<file path="config.mk">
export PLATFORM = sky130hd
export DESIGN_NAME = battery_bar_led_animator
export DESIGN_NICKNAME = d
export VERILOG_FILES = /design/src/hw/rtl/bbla_pkg.sv /design/src/hw/rtl/bbla_cfg_regs.sv /design/src/hw/rtl/bbla_pattern.sv /design/src/hw/rtl/battery_bar_led_animator.sv
export VERILOG_INCLUDE_DIRS = /design/src /design/src/hw/rtl
export SDC_FILE = /design/constraint.sdc
export NUM_CORES = 1
export LEC_CHECK = 0
export BUFFER_PORTS_ARGS = -buffer_cell sky130_fd_sc_hd__buf_2
export CELL_PAD_IN_SITES_DETAIL_PLACEMENT = 0
export CELL_PAD_IN_SITES_GLOBAL_PLACEMENT = 2
export CORE_ASPECT_RATIO = 0.7
export CORE_MARGIN = 5
export CORE_UTILIZATION = 38
export CTS_CLUSTER_SIZE = 28
export DETAILED_ROUTE_END_ITERATION = 10
export PLACE_DENSITY_LB_ADDON = 0.1
export SYNTH_ARGS = -nofsm -noshare
export SYNTH_HDL_FRONTEND = slang
export SYNTH_SLANG_ARGS = --single-unit
</file>
<file path="constraint.sdc">
create_clock -name clk -period 13.6 [get_ports clk]
set_input_delay 1.36 -clock clk [delete_from_list [all_inputs] [get_ports clk]]
set_output_delay 1.36 -clock clk [all_outputs]
set_load 0.03 [all_outputs]
</file>
<file path="src/hw/rtl/assert_macros.svh">
// assertion macros shared by the rtl
// no dependencies; include by bare file name
`ifndef ASSERT_MACROS_SVH
`define ASSERT_MACROS_SVH

// same-cycle implication, disabled during reset
`define ASSERT_IMPLIES(label, clk, rst, ante, cons) \
  label: assert property (@(posedge clk) disable iff (rst) (ante) |-> (cons)) \
    else $error("assertion failed");

// next-cycle implication, disabled during reset
`define ASSERT_NEXT(label, clk, rst, ante, cons) \
  label: assert property (@(posedge clk) disable iff (rst) (ante) |=> (cons)) \
    else $error("assertion failed");

`endif

</file>
<file path="src/hw/rtl/bbla_pkg.sv">
// types, codes and constants for the battery bar led animator
// no dependencies
`default_nettype none

package bbla_pkg;

  typedef enum logic [1:0] {
    ANIM_SEARCH = 2'd0,
    ANIM_FAULT  = 2'd1,
    ANIM_LEVEL  = 2'd2,
    ANIM_FILL   = 2'd3
  } anim_t;

  // configuration register indexes
  localparam logic [1:0] CFG_FPS       = 2'd0;
  localparam logic [1:0] CFG_REFRESH   = 2'd1;
  localparam logic [1:0] CFG_STALE_AGE = 2'd2;
  localparam logic [1:0] CFG_LOW_SOC   = 2'd3;

  localparam int CfgDataWidth = 16;

  // reset values
  localparam logic [6:0]  FpsReset      = 7'd20;
  localparam logic [9:0]  RefreshReset  = 10'd50;
  localparam logic [15:0] StaleReset    = 16'd5000;
  localparam logic [6:0]  LowSocReset   = 7'd20;
  localparam logic [31:0] LastFrameReset = 32'd0 - 32'(RefreshReset);

  localparam logic [15:0] LoadingWrap = 16'd14;

  typedef struct packed {
    logic [6:0]  fps;
    logic [9:0]  refresh_ms;
    logic [15:0] stale_ms;
    logic [6:0]  low_soc;
  } cfg_t;

  typedef struct packed {
    logic [9:0]  bar;
    logic        light;
    logic [15:0] frame_index;
    logic [3:0]  frame_mod10;
  } pattern_t;

  // charge segment: percent / 10, clamped to 9
  function automatic logic [3:0] segment_of(input logic [7:0] pct);
    logic [3:0] seg;
    seg = 4'd0;
    for (int i = 1; i <= 9; i++) begin
      if (pct >= 8'(10 * i)) begin
        seg = 4'(i);
      end
    end
    return seg;
  endfunction

endpackage

`default_nettype wire

</file>
<file path="src/hw/rtl/bbla_cfg_regs.sv">
// configuration register file for the animator
// depends on bbla_pkg
`default_nettype none

module bbla_cfg_regs (
  input  wire logic                             clk,
  input  wire logic                             rst,
  input  wire logic                             cfg_valid,
  input  wire logic [1:0]                       cfg_index,
  input  wire logic [bbla_pkg::CfgDataWidth-1:0] cfg_data,
  output bbla_pkg::cfg_t                        cfg
);
  import bbla_pkg::*;

  always_ff @(posedge clk) begin
    if (rst) begin
      cfg.fps        <= FpsReset;
      cfg.refresh_ms <= RefreshReset;
      cfg.stale_ms   <= StaleReset;
      cfg.low_soc    <= LowSocReset;
    end else if (cfg_valid) begin
      case (cfg_index)
        CFG_FPS:       cfg.fps        <= cfg_data[6:0];
        CFG_REFRESH:   cfg.refresh_ms <= cfg_data[9:0];
        CFG_STALE_AGE: cfg.stale_ms   <= cfg_data;
        CFG_LOW_SOC:   cfg.low_soc    <= cfg_data[6:0];
        default: ;
      endcase
    end
  end

endmodule

`default_nettype wire

</file>
<file path="src/hw/rtl/bbla_pattern.sv">
// per-frame pattern logic: frame counter wrap, bar bitmap and light
// depends on bbla_pkg
`default_nettype none

module bbla_pattern (
  input  wire bbla_pkg::anim_t  anim,
  input  wire logic [15:0]      frame_index,
  input  wire logic [3:0]       frame_mod10,
  input  wire logic [6:0]       fps,
  input  wire logic [6:0]       low_soc,
  input  wire logic [7:0]       pct,
  input  wire logic [15:0]      prot,
  output bbla_pkg::pattern_t    pat
);
  import bbla_pkg::*;

  logic [3:0]  seg;
  logic [3:0]  seg1;
  logic [8:0]  charge_limit;
  logic [8:0]  fps_x5;
  logic [9:0]  fps_x10;
  logic [10:0] fps_x15;
  logic        blink;
  logic [15:0] fi;
  logic [3:0]  pos;
  logic [10:0] fill;

  always_comb begin
    seg          = segment_of(pct);
    seg1         = seg + 4'd1;
    charge_limit = 9'(seg1) + {1'b0, fps, 1'b0};
    fps_x5       = 9'(fps) * 9'd5;
    fps_x10      = {fps_x5, 1'b0};
    fps_x15      = 11'(fps) * 11'd15;
    blink        = frame_mod10 < 4'd5;
    fi           = frame_index;
    pos          = 4'd0;
    fill         = 11'd0;

    pat.light       = 1'b0;
    pat.bar         = 10'd0;
    pat.frame_mod10 = frame_mod10;

    case (anim)
      ANIM_LEVEL: begin
        pat.light = {1'b0, pct} < {2'b0, low_soc};
        fi        = 16'd0;
        pat.bar   = 10'd1 << seg;
      end
      ANIM_FILL: begin
        if (fi > 16'(charge_limit)) begin
          fi = 16'd0;
        end
        if (fi <= 16'(seg1)) begin
          fill = (11'd1 << fi[3:0]) - 11'd1;
        end else begin
          fill = (11'd1 << seg1) - 11'd1;
        end
        pat.bar = fill[9:0];
      end
      ANIM_FAULT: begin
        // blink comes from the count before the page wrap
        pat.light = blink;
        if (fi >= 16'(fps_x15)) begin
          fi = 16'd0;
        end
        if (fi < 16'(fps_x5)) begin
          pat.bar = {1'b0, blink, prot[7:0]};
        end else if (fi < 16'(fps_x10)) begin
          pat.bar = {blink, 1'b0, prot[15:8]};
        end else begin
          pat.bar = 10'd1 << seg;
        end
      end
      default: begin
        // bouncing dot between the two border leds
        if (fi >= LoadingWrap) begin
          fi = 16'd0;
        end
        pos     = (fi[3:0] < 4'd8) ? fi[3:0] + 4'd1 : 4'd15 - fi[3:0];
        pat.bar = 10'h201 | (10'd1 << pos);
      end
    endcase

    pat.frame_index = fi;
    if (fi != frame_index) begin
      pat.frame_mod10 = 4'd0;
    end
  end

endmodule

`default_nettype wire

</file>
<file path="src/hw/rtl/battery_bar_led_animator.sv">
// top level of the battery bar led animator
// depends on bbla_pkg, bbla_cfg_regs, bbla_pattern and assert_macros.svh
//
//  channel | handshake            | payload
//  --------+----------------------+-------------------------------------------
//  in      | in_valid / in_stall  | now_ms, monitor_valid, read_time_ms,
//          |                      | protection_mask, pack_current, charge_percent
//  out     | out_valid / out_stall| bar_leds, battery_light, animation
//  cfg     | cfg_valid / cfg_ready| cfg_index, cfg_data
//
// a poll is taken every cycle while in_stall is low; it is held in the input register,
// where the frame decision, animation choice and pattern are worked out, and a frame
// is registered from there into the output register
// polls that do not close a frame retire from the input register with no transfer
// out_stall holds the output register; a frame then waits in the input register
// and in_stall rises until the output register frees up
// synchronous reset clears control state and sets the config registers
`default_nettype none
`include "assert_macros.svh"

module battery_bar_led_animator (
  input  wire logic                              clk,
  input  wire logic                              rst,
  // poll channel
  input  wire logic                              in_valid,
  output logic                                   in_stall,
  input  wire logic [31:0]                       now_ms,
  input  wire logic                              monitor_valid,
  input  wire logic [31:0]                       read_time_ms,
  input  wire logic [15:0]                       protection_mask,
  input  wire logic signed [15:0]                pack_current,
  input  wire logic [7:0]                        charge_percent,
  // frame channel
  output logic                                   out_valid,
  input  wire logic                              out_stall,
  output logic [9:0]                             bar_leds,
  output logic                                   battery_light,
  output logic [1:0]                             animation,
  // configuration writes
  input  wire logic                              cfg_valid,
  output logic                                   cfg_ready,
  input  wire logic [1:0]                        cfg_index,
  input  wire logic [bbla_pkg::CfgDataWidth-1:0] cfg_data
);
  import bbla_pkg::*;

  cfg_t     cfg;
  pattern_t pat;

  // input register
  logic        s1_valid;
  logic [31:0] s1_now;
  logic        s1_mon_valid;
  logic [31:0] s1_read_time;
  logic [15:0] s1_prot;
  logic [15:0] s1_current;
  logic [7:0]  s1_pct;

  // animation state
  logic [31:0] last_frame_time;
  logic [15:0] frame_index;
  logic [3:0]  frame_mod10;
  anim_t       last_animation;

  logic        in_take;
  logic        out_free;
  logic        frame_due;
  logic        s1_advance;
  logic        frame_take;
  logic        stale;
  anim_t       anim;
  logic [15:0] fi_inc;
  logic [3:0]  mod_inc;

  assign cfg_ready = 1'b1;

  bbla_cfg_regs u_cfg (
    .clk       (clk),
    .rst       (rst),
    .cfg_valid (cfg_valid),
    .cfg_index (cfg_index),
    .cfg_data  (cfg_data),
    .cfg       (cfg)
  );

  // frame timing and handshake
  always_comb begin
    frame_due  = (s1_now - last_frame_time) >= 32'(cfg.refresh_ms);
    out_free   = !out_valid || !out_stall;
    s1_advance = s1_valid && (!frame_due || out_free);
    frame_take = s1_advance && frame_due;
    in_stall   = s1_valid && !s1_advance;
    in_take    = in_valid && !in_stall;
  end

  // animation choice and counter advance; a change of animation restarts the count
  always_comb begin
    stale = (s1_now - s1_read_time) > 32'(cfg.stale_ms);
    if (!s1_mon_valid || stale) begin
      anim = ANIM_SEARCH;
    end else if (s1_prot != 16'd0) begin
      anim = ANIM_FAULT;
    end else if (s1_current != 16'd0 && !s1_current[15]) begin
      anim = ANIM_FILL;
    end else begin
      anim = ANIM_LEVEL;
    end

    fi_inc  = frame_index + 16'd1;
    // mod-10 shadow of the counter, restarts when the counter wraps past all ones
    if (frame_index == 16'hFFFF || frame_mod10 == 4'd9) begin
      mod_inc = 4'd0;
    end else begin
      mod_inc = frame_mod10 + 4'd1;
    end
    if (anim != last_animation) begin
      fi_inc  = 16'd0;
      mod_inc = 4'd0;
    end
  end

  bbla_pattern u_pattern (
    .anim        (anim),
    .frame_index (fi_inc),
    .frame_mod10 (mod_inc),
    .fps         (cfg.fps),
    .low_soc     (cfg.low_soc),
    .pct         (s1_pct),
    .prot        (s1_prot),
    .pat         (pat)
  );

  // input register control
  always_ff @(posedge clk) begin
    if (rst) begin
      s1_valid <= 1'b0;
    end else if (in_take) begin
      s1_valid <= 1'b1;
    end else if (s1_advance) begin
      s1_valid <= 1'b0;
    end
  end

  // input register payload
  always_ff @(posedge clk) begin
    if (in_take) begin
      s1_now       <= now_ms;
      s1_mon_valid <= monitor_valid;
      s1_read_time <= read_time_ms;
      s1_prot      <= protection_mask;
      s1_current   <= pack_current;
      s1_pct       <= charge_percent;
    end
  end

  // animation state, updated once per frame
  always_ff @(posedge clk) begin
    if (rst) begin
      last_frame_time <= LastFrameReset;
      frame_index     <= 16'hFFFF;
      frame_mod10     <= 4'd5;
      last_animation  <= ANIM_SEARCH;
    end else if (frame_take) begin
      last_frame_time <= s1_now;
      frame_index     <= pat.frame_index;
      frame_mod10     <= pat.frame_mod10;
      last_animation  <= anim;
    end
  end

  // output register control
  always_ff @(posedge clk) begin
    if (rst) begin
      out_valid <= 1'b0;
    end else if (frame_take) begin
      out_valid <= 1'b1;
    end else if (!out_stall) begin
      out_valid <= 1'b0;
    end
  end

  // output register payload
  always_ff @(posedge clk) begin
    if (frame_take) begin
      bar_leds      <= pat.bar;
      battery_light <= pat.light;
      animation     <= anim;
    end
  end

  // mod-10 shadow never leaves its range
  `ASSERT_IMPLIES(a_mod10_range, clk, rst, 1'b1, frame_mod10 <= 4'd9)
  // polls back up only behind a held frame
  `ASSERT_IMPLIES(a_stall_cause, clk, rst, in_stall, out_valid && out_stall && s1_valid)
  // no frame, no change to the frame clock
  `ASSERT_NEXT(a_time_hold, clk, rst, !frame_take, $stable(last_frame_time))
  // the loading view always lights both border leds
  `ASSERT_IMPLIES(a_loading_border, clk, rst,
                  out_valid && animation == ANIM_SEARCH, bar_leds[0] && bar_leds[9])

endmodule

`default_nettype wire
</file>
==> results by group <==
Place
  – Placed Cells: 2477
  – Detailed Place HPWL: 40300 microns
  – RePlAce Congestion: between 0.9 and 1
  – Cell Area, Placed: ~17000 sq um
  – # port buffers: roughly 140

Synth
  – Synth area leader: sky130_fd_sc_hd__edfxtp_1
  – Post-synth net total: 2154
  – Flip-flop cell with the highest count after synthesis: sky130_fd_sc_hd__edfxtp_1
  – Number of synthesized flops with an enable pin: about 120
  – Sequential cell area fraction in the yosys report: 0.337
  – Syn. warnings: 0
  – Library cells used by synthesis: 89
  – Top cells by area, synth: sky130_fd_sc_hd__edfxtp_1, sky130_fd_sc_hd__ha_1, sky130_fd_sc_hd__dfxtp_1
  – Share of the synthesized area in the top cell type: 0.219
  – Share of synthesized flip-flops with an asynchronous set or reset: 0
  – Synth Cell Area: between 15000 and 20000 sq um
  – Mean instance size in the synthesized netlist: between 8 and 9 sq um
  – Number of cells produced by synthesis: around 1800
  – Number of synthesized register bits: about 210

Route
  – DR iter-0 viols: around 1100
  – Wirelength per Cell: a little over 20 microns
  – TritonRoute pass-1 iters: 7
  – Number of nets with antenna violations after detailed routing: 0
  – Remaining routing DRC violations: 0
  – Via density per instance: ~5.6
  – Total number of vias: approximately 14000
  – Final Routed Wirelength: between 50000 and 60000 microns

Layout
  – Area growth from synthesis to layout: 13.3%
  – Utilization of the core after routing: 0.434
  – Proportion of layout cells with a drive suffix above 1: 0.119
  – Nets@finish: 2273
  – # diodes: 0
  – Fin cells: ~2500
  – Final Cell Area: about 18000 sq um

Setup path
  – Startpoint kind of the worst setup timing path: flop
  – Critical Path Max Stage Delay: about 0.72 ns
  – Most frequent cell on the critical path: sky130_fd_sc_hd__ha_1
  – Critical Path AT: around 12 ns
  – Largest fanout on the critical path: 33
  – Critical setup path kind: flop to flop
  – Required arrival time at the worst endpoint: 13.89 ns
  – Library cell contributing the largest single delay on the critical path: sky130_fd_sc_hd__nor4_1
  – Capturing element type of the critical path: flop

Floorplan
  – Standard-cell rows: 63
  – Number of top-level pins: between 100 and 150
  – Height of the die: between 150 and 200 microns
  – Core Footprint: approximately 42000 sq um
  – Die Area: between 40000 and 50000 sq um
  – Initial Utilization: 0.383
  – Overall die width: between 200 and 300 microns

Power
  – PwrDens: 110 nW/um^2
  – Internal cell power: between 0.001 and 0.0015 W
  – Net switching power: 0.000646 W
  – Highest ir drop seen on vdd: 0.0919 mV
  – Flop pwr share: 0.372
  – Power share of the clock group: 0.365
  – Switch share: 0.320
  – Combinational cell fraction of total power: 0.263
  – Leakage component of the power: between 7 and 8 nW

STA
  – Endpoints failing setup: 0
  – Slew margin rel.: 0.270
  – Tcrit/Tclk final: 0.828
  – Aggregate negative setup slack: 0 ns
  – Clk_skew: about 0.016 ns
  – Final hold viol count: 0
  – Final min period: 11.26 ns
  – Fmax: a little under 0.09 GHz
  – RSZ-0062 raised after global routing: false
  – Final Max Slew Viols: 0
  – Worst Max-Slew Pin Slew: roughly 1.1 ns

Clock network
  – Clock transition at the registers of the reported paths: approximately 0.060 ns
  – Clock tree from TritonCTS: done
  – Root Buffer Master: sky130_fd_sc_hd__clkbuf_16
  – Depth of the CTS H-tree: 1
  – Number of gates resized after cts: 0
  – Post-CTS Setup Inserts: 0
  – Number of CTS-inserted buffers: 25
  – Maximum buffer depth of the clock tree: 3
  – Number of clock sinks: approximately 210
  – Hold buffers post-CTS: 0
  – Insertion delay of the later-clocked pin in the worst-skew pair: approximately 0.56 ns

GRT
  – Number of antenna violations at the first check in global routing: 2
  – Overall fraction of global-route tracks in use: 0.208
  – Global route overflow: 0
  – Largest net degree at the start of global routing: 76
  – Via count of the first global-routing pass: 13100
  – Global-route wire length before repair: 78200 microns

Run status
  – Result of the run: finished, final reports clean

Job
  – Reported max-cap violation count: 0

Hold path
  – Hold/Removal Path Class: flop to flop
## metal layers
layer,global-route usage,vias to the layer above,share of wire,wire (microns)
met5,0,-,0.00025,13
met4,0.0285,2,0.014,707
met3,0.0406,48,0.069,3560
met2,0.282,408,0.38,19800
met1,0.344,6758,0.53,27500
li1,-,6962,-,-
## worst max-delay path, delay by kind of cell (launching register included)
| family | cells | cell delay, ns |
|---|---|---|
| AOI/OAI and AO/OA | 17 | 4.11 |
| and+or+nand+nor | 15 | 3.69 |
| adders and majority gates | 5 | 1.61 |
| buffers and inverters | 4 | 0.74 |
| DFF | 1 | 0.42 |
| muxes | 1 | 0.25 |
| xor gates and xnor gates | 1 | 0.17 |
## cells by family (layout without fill, tap and decap cells)
| family | Yosys count | in the layout | synth area share |
|---|---|---|---|
| AND/OR/NAND/NOR | 623 | 623 | 0.195 |
| adder cells (fa/ha/maj) | 193 | 193 | 0.156 |
| flip-flops | 214 | 214 | 0.337 |
| other | 1 | 1 | 0.000231 |
| multiplexers | 24 | 24 | 0.0154 |
| AO/OA/AOI/OAI | 492 | 492 | 0.209 |
| XOR/XNOR | 62 | 62 | 0.0335 |
| buffers and inverters | 224 | 362 | 0.0530 |
## flip-flops by register name (all words and copies together) (netlist names)
name and cells:
out_valid 1, s1_valid 1, frame_mod10 4, s1_now 32
s1_current 16, battery_light 1, last_animation 2, s1_read_time 32
animation 2, frame_index 16, bar_leds 10, last_frame_time 32
s1_mon_valid 1, u_cfg.cfg 40, s1_prot 16, s1_pct 8
## final timing paths
path                  from             to  slack [ns]  cells past startpoint
max              s1_now[3]    bar_leds[4]        2.34                     43
max reg2reg      s1_now[3]    bar_leds[4]        2.34                     43
min reg2reg  u_cfg.cfg[21]  u_cfg.cfg[21]        0.45                      2
min          u_cfg.cfg[21]  u_cfg.cfg[21]        0.45                      2
## layout by cell type, fill, tap and decap left out, drive strengths merged, types with 7 or more instances in the layout
master / n
a21oi: 128
o211ai: 19
nand2: 184
nor2: 117
and3: 17
nand3: 45
nand3b: 13
o21ai: 75
or3: 15
nor4: 27
mux2i: 17
inv: 165
o2111ai: 13
a31oi: 21
edfxtp: 118
buf: 153
clkbuf: 34
o21bai: 13
o31ai: 9
nor2b: 21
a211o: 53
fa: 15
a21o: 42
a211oi: 22
dfxtp: 96
nor3b: 12
nand2b: 28
mux2: 7
xor2: 32
nand4: 30
xnor2: 30
or2: 16
o21a: 22
and2: 41
nor3: 37
ha: 178
## cells in the mapped netlist (11+ instances only)
cell / number
sky130_fd_sc_hd__a211o_1: 53
sky130_fd_sc_hd__a211oi_1: 19
sky130_fd_sc_hd__a21o_1: 42
sky130_fd_sc_hd__a21oi_1: 126
sky130_fd_sc_hd__a31oi_1: 21
sky130_fd_sc_hd__and2_1: 39
sky130_fd_sc_hd__and3_1: 17
sky130_fd_sc_hd__clkbuf_1: 47
sky130_fd_sc_hd__dfxtp_1: 96
sky130_fd_sc_hd__edfxtp_1: 118
sky130_fd_sc_hd__fa_1: 15
sky130_fd_sc_hd__ha_1: 178
sky130_fd_sc_hd__inv_1: 162
sky130_fd_sc_hd__mux2i_1: 17
sky130_fd_sc_hd__nand2_1: 184
sky130_fd_sc_hd__nand2b_1: 28
sky130_fd_sc_hd__nand3_1: 45
sky130_fd_sc_hd__nand3b_1: 13
sky130_fd_sc_hd__nand4_1: 29
sky130_fd_sc_hd__nor2_1: 117
sky130_fd_sc_hd__nor2b_1: 21
sky130_fd_sc_hd__nor3_1: 35
sky130_fd_sc_hd__nor3b_1: 11
sky130_fd_sc_hd__nor4_1: 26
sky130_fd_sc_hd__o2111ai_1: 13
sky130_fd_sc_hd__o211ai_1: 18
sky130_fd_sc_hd__o21a_1: 22
sky130_fd_sc_hd__o21ai_0: 71
sky130_fd_sc_hd__o21bai_1: 13
sky130_fd_sc_hd__or2_2: 14
sky130_fd_sc_hd__or3_1: 15
sky130_fd_sc_hd__xnor2_1: 30
sky130_fd_sc_hd__xor2_1: 32
## area by class of cell
| type | instances | area (sq um) |
|---|---|---|
| Clock buffer | 34 | 709 |
| Clock inverter | 12 | 189 |
| Fill cell | 4280 | 23900 |
| Inverter | 163 | 612 |
| Multi-Input combinational cell | 1395 | 9890 |
| Sequential cell | 214 | 5470 |
| Tap cell | 552 | 691 |
| Timing Repair Buffer | 153 | 796 |
## stage by stage
step                hold slack [ns]  power [W]  worst slack, ns
global route                  0.474    0.00213             1.49
floorplan                     0.435    0.00112             3.81
global placement              0.446    0.00129             2.92
detailed placement            0.450    0.00129             2.56
CTS                           0.459    0.00204             2.50
finish                        0.454    0.00202             2.34
## power by group through the flow
stage	clock [W]	sequential (W)	combinational (W)
floorplan	0	0.000756	0.000367
global placement	0	0.000763	0.000522
detailed placement	0	0.000764	0.000522
CTS	0.000758	0.000750	0.000527
global route	0.000785	0.000754	0.000591
finish	0.000735	0.000750	0.000531
Power figures use the tool's default switching activity.
